## src/rtl/cascaded_biquad_equalizer_defines.svh

```systemverilog
// Assertion macros for the biquad equalizer.
// Define ASSERT_OFF to compile every check away.
`ifndef CASCADED_BIQUAD_EQUALIZER_DEFINES_SVH
`define CASCADED_BIQUAD_EQUALIZER_DEFINES_SVH

`ifndef ASSERT_OFF

// Check a property on every clock edge, masked while reset is high.
`define CBQ_ASSERT(lbl, ck, rs, prop, msg) \
  lbl: assert property (@(posedge ck) disable iff (rs) prop) else $error(msg);

// Check a property on every clock edge, reset included.
`define CBQ_ASSERT_ALWAYS(lbl, ck, prop, msg) \
  lbl: assert property (@(posedge ck) prop) else $error(msg);

`else

`define CBQ_ASSERT(lbl, ck, rs, prop, msg)
`define CBQ_ASSERT_ALWAYS(lbl, ck, prop, msg)

`endif

`endif

```

## src/rtl/cbq_pkg.sv

```systemverilog
package cbq_pkg;

  // Field widths
  localparam int SAMPLE_W          = 32;
  localparam int CHAN_W            = 3;
  localparam int IDX_W             = 6;
  localparam int COEF_VAL_W        = 29;
  localparam int SECTION_COUNT_W   = 4;
  localparam int GAIN_W            = 28;
  localparam int PROD_W            = SAMPLE_W + COEF_VAL_W;
  localparam int ACC_W             = 64;
  localparam int COEFS_PER_SECTION = 5;

  // Default sizes
  localparam int DEF_NUM_SECTIONS = 8;
  localparam int DEF_NUM_CHANNELS = 8;

  // Q24 fixed point
  localparam int QBITS = 24;
  localparam logic [GAIN_W-1:0] QONE = GAIN_W'(1) << QBITS;
  localparam logic signed [COEF_VAL_W-1:0] QMAX     = 29'sd134217728;
  localparam logic signed [COEF_VAL_W-1:0] QMAX_NEG = -29'sd134217728;
  localparam logic signed [ACC_W-1:0] SAT_HI = 64'sd2147483647;
  localparam logic signed [ACC_W-1:0] SAT_LO = -64'sd2147483648;

  // Configuration port
  localparam int CFG_INDEX_W = 1;
  localparam int CFG_DATA_W  = GAIN_W;
  localparam logic [CFG_INDEX_W-1:0] REG_SECTION_COUNT = 1'd0;
  localparam logic [CFG_INDEX_W-1:0] REG_PREAMP_GAIN   = 1'd1;

  // Coefficient slots within one section
  localparam int SLOT_W = 3;
  localparam logic [SLOT_W-1:0] SLOT_B0 = 3'd0;
  localparam logic [SLOT_W-1:0] SLOT_B1 = 3'd1;
  localparam logic [SLOT_W-1:0] SLOT_B2 = 3'd2;
  localparam logic [SLOT_W-1:0] SLOT_A1 = 3'd3;
  localparam logic [SLOT_W-1:0] SLOT_A2 = 3'd4;

  // idx / 5 as (idx * 13) >> 6, exact for every 6-bit index
  localparam int DIV5_MUL    = 13;
  localparam int DIV5_SHIFT  = 6;
  localparam int DIV5_PROD_W = 10;

  // Control of the shared multiply-accumulate unit
  typedef struct packed {
    logic acc_en;
    logic first;
    logic sub;
  } mac_ctrl_t;

  // Arithmetic shift right by QBITS (floor), then saturate to 32 bits
  function automatic logic signed [SAMPLE_W-1:0] sat_shift(input logic signed [ACC_W-1:0] v);
    logic signed [ACC_W-1:0] s;
    s = v >>> QBITS;
    if (s > SAT_HI) begin
      sat_shift = SAT_HI[SAMPLE_W-1:0];
    end else if (s < SAT_LO) begin
      sat_shift = SAT_LO[SAMPLE_W-1:0];
    end else begin
      sat_shift = s[SAMPLE_W-1:0];
    end
  endfunction

endpackage

```

## src/rtl/cbq_mac.sv

```systemverilog
// Shared multiplier with a 64-bit accumulator behind it.
// One product per cycle, registered; the accumulator adds or subtracts it.
module cbq_mac import cbq_pkg::*; (
  input  logic                         clk,
  input  logic signed [SAMPLE_W-1:0]   mul_a,
  input  logic signed [COEF_VAL_W-1:0] mul_b,
  input  mac_ctrl_t                    ctrl,
  output logic signed [SAMPLE_W-1:0]   prod_sat,
  output logic signed [SAMPLE_W-1:0]   acc_sat
);

  logic signed [PROD_W-1:0] prod_c;
  logic signed [PROD_W-1:0] prod;
  logic signed [ACC_W-1:0]  prod_ext;
  logic signed [ACC_W-1:0]  acc_base;
  logic signed [ACC_W-1:0]  acc;

  // 32 x 29 signed product
  assign prod_c = mul_a * mul_b;

  always_ff @(posedge clk) begin
    prod <= prod_c;
  end

  assign prod_ext = {{(ACC_W - PROD_W){prod[PROD_W-1]}}, prod};
  assign acc_base = ctrl.first ? '0 : acc;

  // Accumulate; feedback terms are subtracted
  always_ff @(posedge clk) begin
    if (ctrl.acc_en) begin
      acc <= ctrl.sub ? (acc_base - prod_ext) : (acc_base + prod_ext);
    end
  end

  assign prod_sat = sat_shift(prod_ext);
  assign acc_sat  = sat_shift(acc);

endmodule

```

## config.mk

```make
export PLATFORM = sky130hd
export DESIGN_NAME = cbq_mac
export DESIGN_NICKNAME = d
export VERILOG_FILES = /design/src/rtl/cascaded_biquad_equalizer_defines.svh /design/src/rtl/cbq_pkg.sv /design/src/rtl/cbq_mac.sv
export SDC_FILE = /design/constraint.sdc
export NUM_CORES = 2
export LEC_CHECK = 0
export ABC_AREA = 1
export ABC_CLOCK_PERIOD_IN_PS = 12000
export BUFFER_PORTS_ARGS = -buffer_cell sky130_fd_sc_hd__buf_2
export CAP_MARGIN = 40
export CORE_MARGIN = 5
export CORE_UTILIZATION = 48
export DETAILED_ROUTE_END_ITERATION = 10
export PLACE_DENSITY = 0.7
export SKIP_CTS_REPAIR_TIMING = 1
export SYNTH_ARGS = -nofsm -noshare
export SYNTH_HDL_FRONTEND = slang
export SYNTH_SLANG_ARGS = --single-unit
```

## constraint.sdc

```tcl
create_clock -name clk -period 12 [get_ports clk]
set_input_delay 2.4 -clock clk [delete_from_list [all_inputs] [get_ports clk]]
set_output_delay 2.4 -clock clk [all_outputs]
set_load 0.01 [all_outputs]
```

# Word level (Yosys, flattened, before mapping)
# Cells that the tools add are included.
[word_totals] regBits=125 inputBits=65 output_inout_bits=64 word_cells=15
[op_classes] n_addsub=2 mul=1 n_lt_le_gt_ge=4 mux=6
[ops] cell="$mux 32" count=4
[ops] cell="$mux 64" count=2
[ops] cell="$add 64x61->64" count=1
[ops] cell="$sub 64x61->64" count=1
[ops] cell="$mul 32x29->61" count=1
[ops] cell="$gt 40x32->1 const B" count=1
[ops] cell="$lt 40x32->1 const B" count=1
[ops] cell="$gt 37x32->1 const B" count=1
[ops] cell="$lt 37x32->1 const B" count=1

# Longest topological paths before layout
[logic_depth] ltp_word=3 depth_mapped=34 depth_no_buf=32

# Worst setup path after synthesis
# No wires, ideal clock.
[synth_timing] kind="input -> register" from="input port mul_a[31]" to="register prod[49]" setup_time_ns=0.113 t_arrival_ns=9.144 required_ns=11.887 setup_slack_ns=2.744 stages=27 path_buffers=2 path_cell_list="clkbuf_1 > clkbuf_1 > nand2_1 > inv_1 > fa_1 > inv_1 > fa_1 > fa_1 > inv_1 > fa_1 > inv_1 > fa_1 > inv_1 > fa_1 > fa_1 > inv_1 > fa_1 > inv_1 > ha_1 > nand2_1 > inv_1 > nand2_1 > nor3_1 > nand2_1 > o21bai_1 > nand4_1 > nand2_1"
[synth_via] elab_chain_cells=1
[synth_rtl] element="from (decl)" line_no="cbq_mac.sv:5" text="input logic signed [SAMPLE_W-1:0] mul_a,"
[synth_rtl] element="$mul 32x29->61" line_no="cbq_mac.sv:19" text="assign prod_c = mul_a * mul_b;"
[synth_rtl] element="net prod_c[49]" line_no="cbq_mac.sv:12" text="logic signed [PROD_W-1:0] prod_c;"
[synth_rtl] element="to (signal assigned)" line_no="cbq_mac.sv:22" text="prod <= prod_c;"
[synth_rtl] element="to (decl)" line_no="cbq_mac.sv:13" text="logic signed [PROD_W-1:0] prod;"
# The timed path passes the listed nets, and every way through them passes these cells.
# A chain may end at the register's enable or synchronous reset.

# Worst setup path after layout
[layout_timing] from="input port mul_b[5]" to="register prod[53]"
[layout_via] elab_chain_cells=1
[layout_rtl] element="from (decl)" line_no="cbq_mac.sv:6" text="input logic signed [COEF_VAL_W-1:0] mul_b,"
[layout_rtl] element="$mul 32x29->61" line_no="cbq_mac.sv:19"
[layout_rtl] element="net prod_c[53]" line_no="cbq_mac.sv:12"
# The timed path passes the listed nets, and every way through them passes these cells.

==> summary.txt <==
Yosys
  • Count leader, synth: inv_1
  • Synth top area share: 40.7%
  • Top cells by area, synth: fa_1, inv_1, nand2_1, ha_1, edfxtp_1
  • Most used DFF post-synth: edfxtp_1
  • Synthesized Nets: 8156
  • Yosys warns: 0
  • Most instantiated cells after synthesis: inv_1, nand2_1, fa_1, nor2_1, ha_1
  • Yosys cell types: 45
  • Avg Cell Area, Syn: 7.05 um^2
  • Async SR Flop Fraction: 0%
  • Post-Syn Instances: 6868
  • Seq/Total Area, Yosys: 6.50%
  • Syn Std Cell Area: 48400 um^2
  • Synthesis-stage register bit count: 125
  • Post-synth EDFFs: 64
  • Post-synth top area cell: fa_1

Die
  • Row cnt: 116
  • Die width: 328 um
  • Initial core utilization: 48.3%
  • Die area: 107000 um^2
  • IO Pins: 129
  • Core Area: 100000 um^2
  • Die Span Y: 328 um

STA
  • Slew margin rel.: 35.0%
  • RSZ-0062 raised after global routing: false
  • Final hold violations: 0
  • Setup Viol. Count Final: 0
  • F_max: 103 MHz
  • Tmin final: 9.75 ns
  • TNS Setup: 0 ns
  • Slew Limit Fails: 0
  • Worst-Margin Slew: 0.975 ns
  • Final Cycle Share: 81.3%
  • Clk_skew: 0.0148 ns

Cells and area
  • Layout area overhead: 4.82%
  • Ratio of cells with drive above 1 in the final layout: 4.40%
  • Layout net count: 8116
  • Fill cells: 10074

Clock tree
  • Clock sinks: 125
  • Clock root buffer: clkbuf_16
  • TritonCTS buffer count: 17
  • CTS tree: yes
  • Worst-case clock buffer depth: 2
  • CTS HTree Levels: 4
  • Worst-path clk slew: 0.07 ns
  • Clock Latency Late Sink: 0.46 ns

Detailed routing
  • Wirelength, routed: 148 mm
  • DRT Pass-1 Iters: 5
  • Starting DRT DRC Count: 2732
  • WL/cell: 18.2 um
  • Post-route ant nets: 0
  • Routed vias: 41215
  • Via density: 5.06
  • Residual DRC: 0

Critical path
  • Required time worst endpoint: 12.41 ns
  • WS Path Type: primary input to register
  • CP Capture Type: register
  • Crit path DAT: 10.16 ns
  • CP Launch Type: primary input
  • Crit-path max FO: 32

Placement
  • Final Wtd Congestion: 1.03
  • Dpl hpwl: 125 mm
  • # port buffers: 128

Global routing
  • Total congestion overflow: 0
  • GRT Total Usage: 28.3%
  • Vias in the first global route: 43953
  • Antenna violations before repair: 4
  • First-pass GRT wire length: 239 mm
  • Pin count of the biggest net entering global routing: 64

Run
  • Maxcap violations: 0

Outcome
  • Status: finished clean

Min path
  • Hold Path Class: register to register
[cells by family after synthesis]
| family | count (synthesis) | synth area share (%) |
|---|---|---|
| flops | 125 | 6.50 |
| buf+inv | 2319 | 18.0 |
| xor+xnor | 123 | 2.23 |
| simple gates | 2813 | 23.5 |
| fa+ha+maj | 1223 | 46.9 |
| compound gates | 265 | 2.90 |
[flip-flops by register name, indices dropped and copies added (netlist names)]
signal	flops
acc	64
prod	61
[routing by layer]
layer  vias to the layer above  share of wire, %  GRT usage, %
li1                      19201                 -             -
met1                     20111                40          35.3
met2                      1481                49          49.9
met3                       416               5.9          3.10
met4                         6               5.3          12.5
met5                         -             0.028             0
[critical path, cell delays in order]
cell      delay [ns]
buf_2           0.66
nand2_1         0.29
inv_1           0.14
fa_1            0.23
inv_1           0.14
fa_1            0.90
inv_1           0.11
fa_1            1.05
inv_1           0.14
fa_1            0.55
fa_1            0.44
fa_1            0.53
fa_1            0.54
inv_1           0.05
fa_1            0.47
ha_1            0.41
nand2_1         0.13
nor2_1          0.24
nand2_1         0.10
inv_1           0.08
nand2_1         0.07
nor3_1          0.14
nand2_1         0.11
nand3b_1        0.12
nand2_1         0.06
nand2_1         0.05
[path summary, 6_finish.rpt]
check        endpoint      from  slack, ns  cells after the start
max          prod[53]  mul_b[5]       2.25                     26
min            acc[0]   prod[0]       0.70                      2
max reg2reg   acc[47]   prod[0]       7.97                     18
min reg2reg    acc[0]   prod[0]       0.70                      2
[stage by stage]
step                      std cells  area (um^2)  setup slack, ns  hold slack (ns)  util [%]
after floorplan                6868        48400             2.74            0.625         -
after global placement         8101        50000             1.70            0.639      49.9
final                          8140        50700             2.25            0.701      50.6
after global routing           8139        50700             1.71            0.722      50.6
after detailed placement       8107        50100             1.75            0.691      50.0
after CTS                      8139        50700             2.24            0.703      50.6
[area by class of cell]
class / instances / area (um^2) / area share (%)
diodes: 1 / 2.50 / 0.00493
clock buffers: 23 / 498 / 0.982
clock inverters: 9 / 105 / 0.207
inverters: 2107 / 7910 / 15.6
multi-input cells: 4424 / 36600 / 72.1
flip-flops and latches: 125 / 3140 / 6.20
well taps: 1298 / 1620 / 3.20
repair buffers: 153 / 887 / 1.75
[cells in the final DEF, fill, tap and decap left out, types with 7 or more instances in the layout]
cell       synthesis  final
a21oi_1          153    152
and3_1            10     10
buf_2              6    128
buf_4              0     19
clkbuf_16          0     19
dfxtp_1           61     61
edfxtp_1          64     64
fa_1             983    983
ha_1             240    240
inv_1           2096   2096
inv_2             11     11
nand2_1         2067   2067
nand2_2           32     32
nand3_1          152    152
nand3_2            8      8
nand3b_1          14     14
nand4_1           35     35
nor2_1           393    393
nor2_2            32     32
nor3_1            23     23
nor4_1            10     10
o21ai_0           79     79
o21ai_1            7      7
o21bai_1          10     10
or2_2             12     12
xnor2_1           15     15
xor2_1           108    108
Power is not shown: default switching activity piles up to over one toggle a cycle in this logic, so the estimate is an artifact.
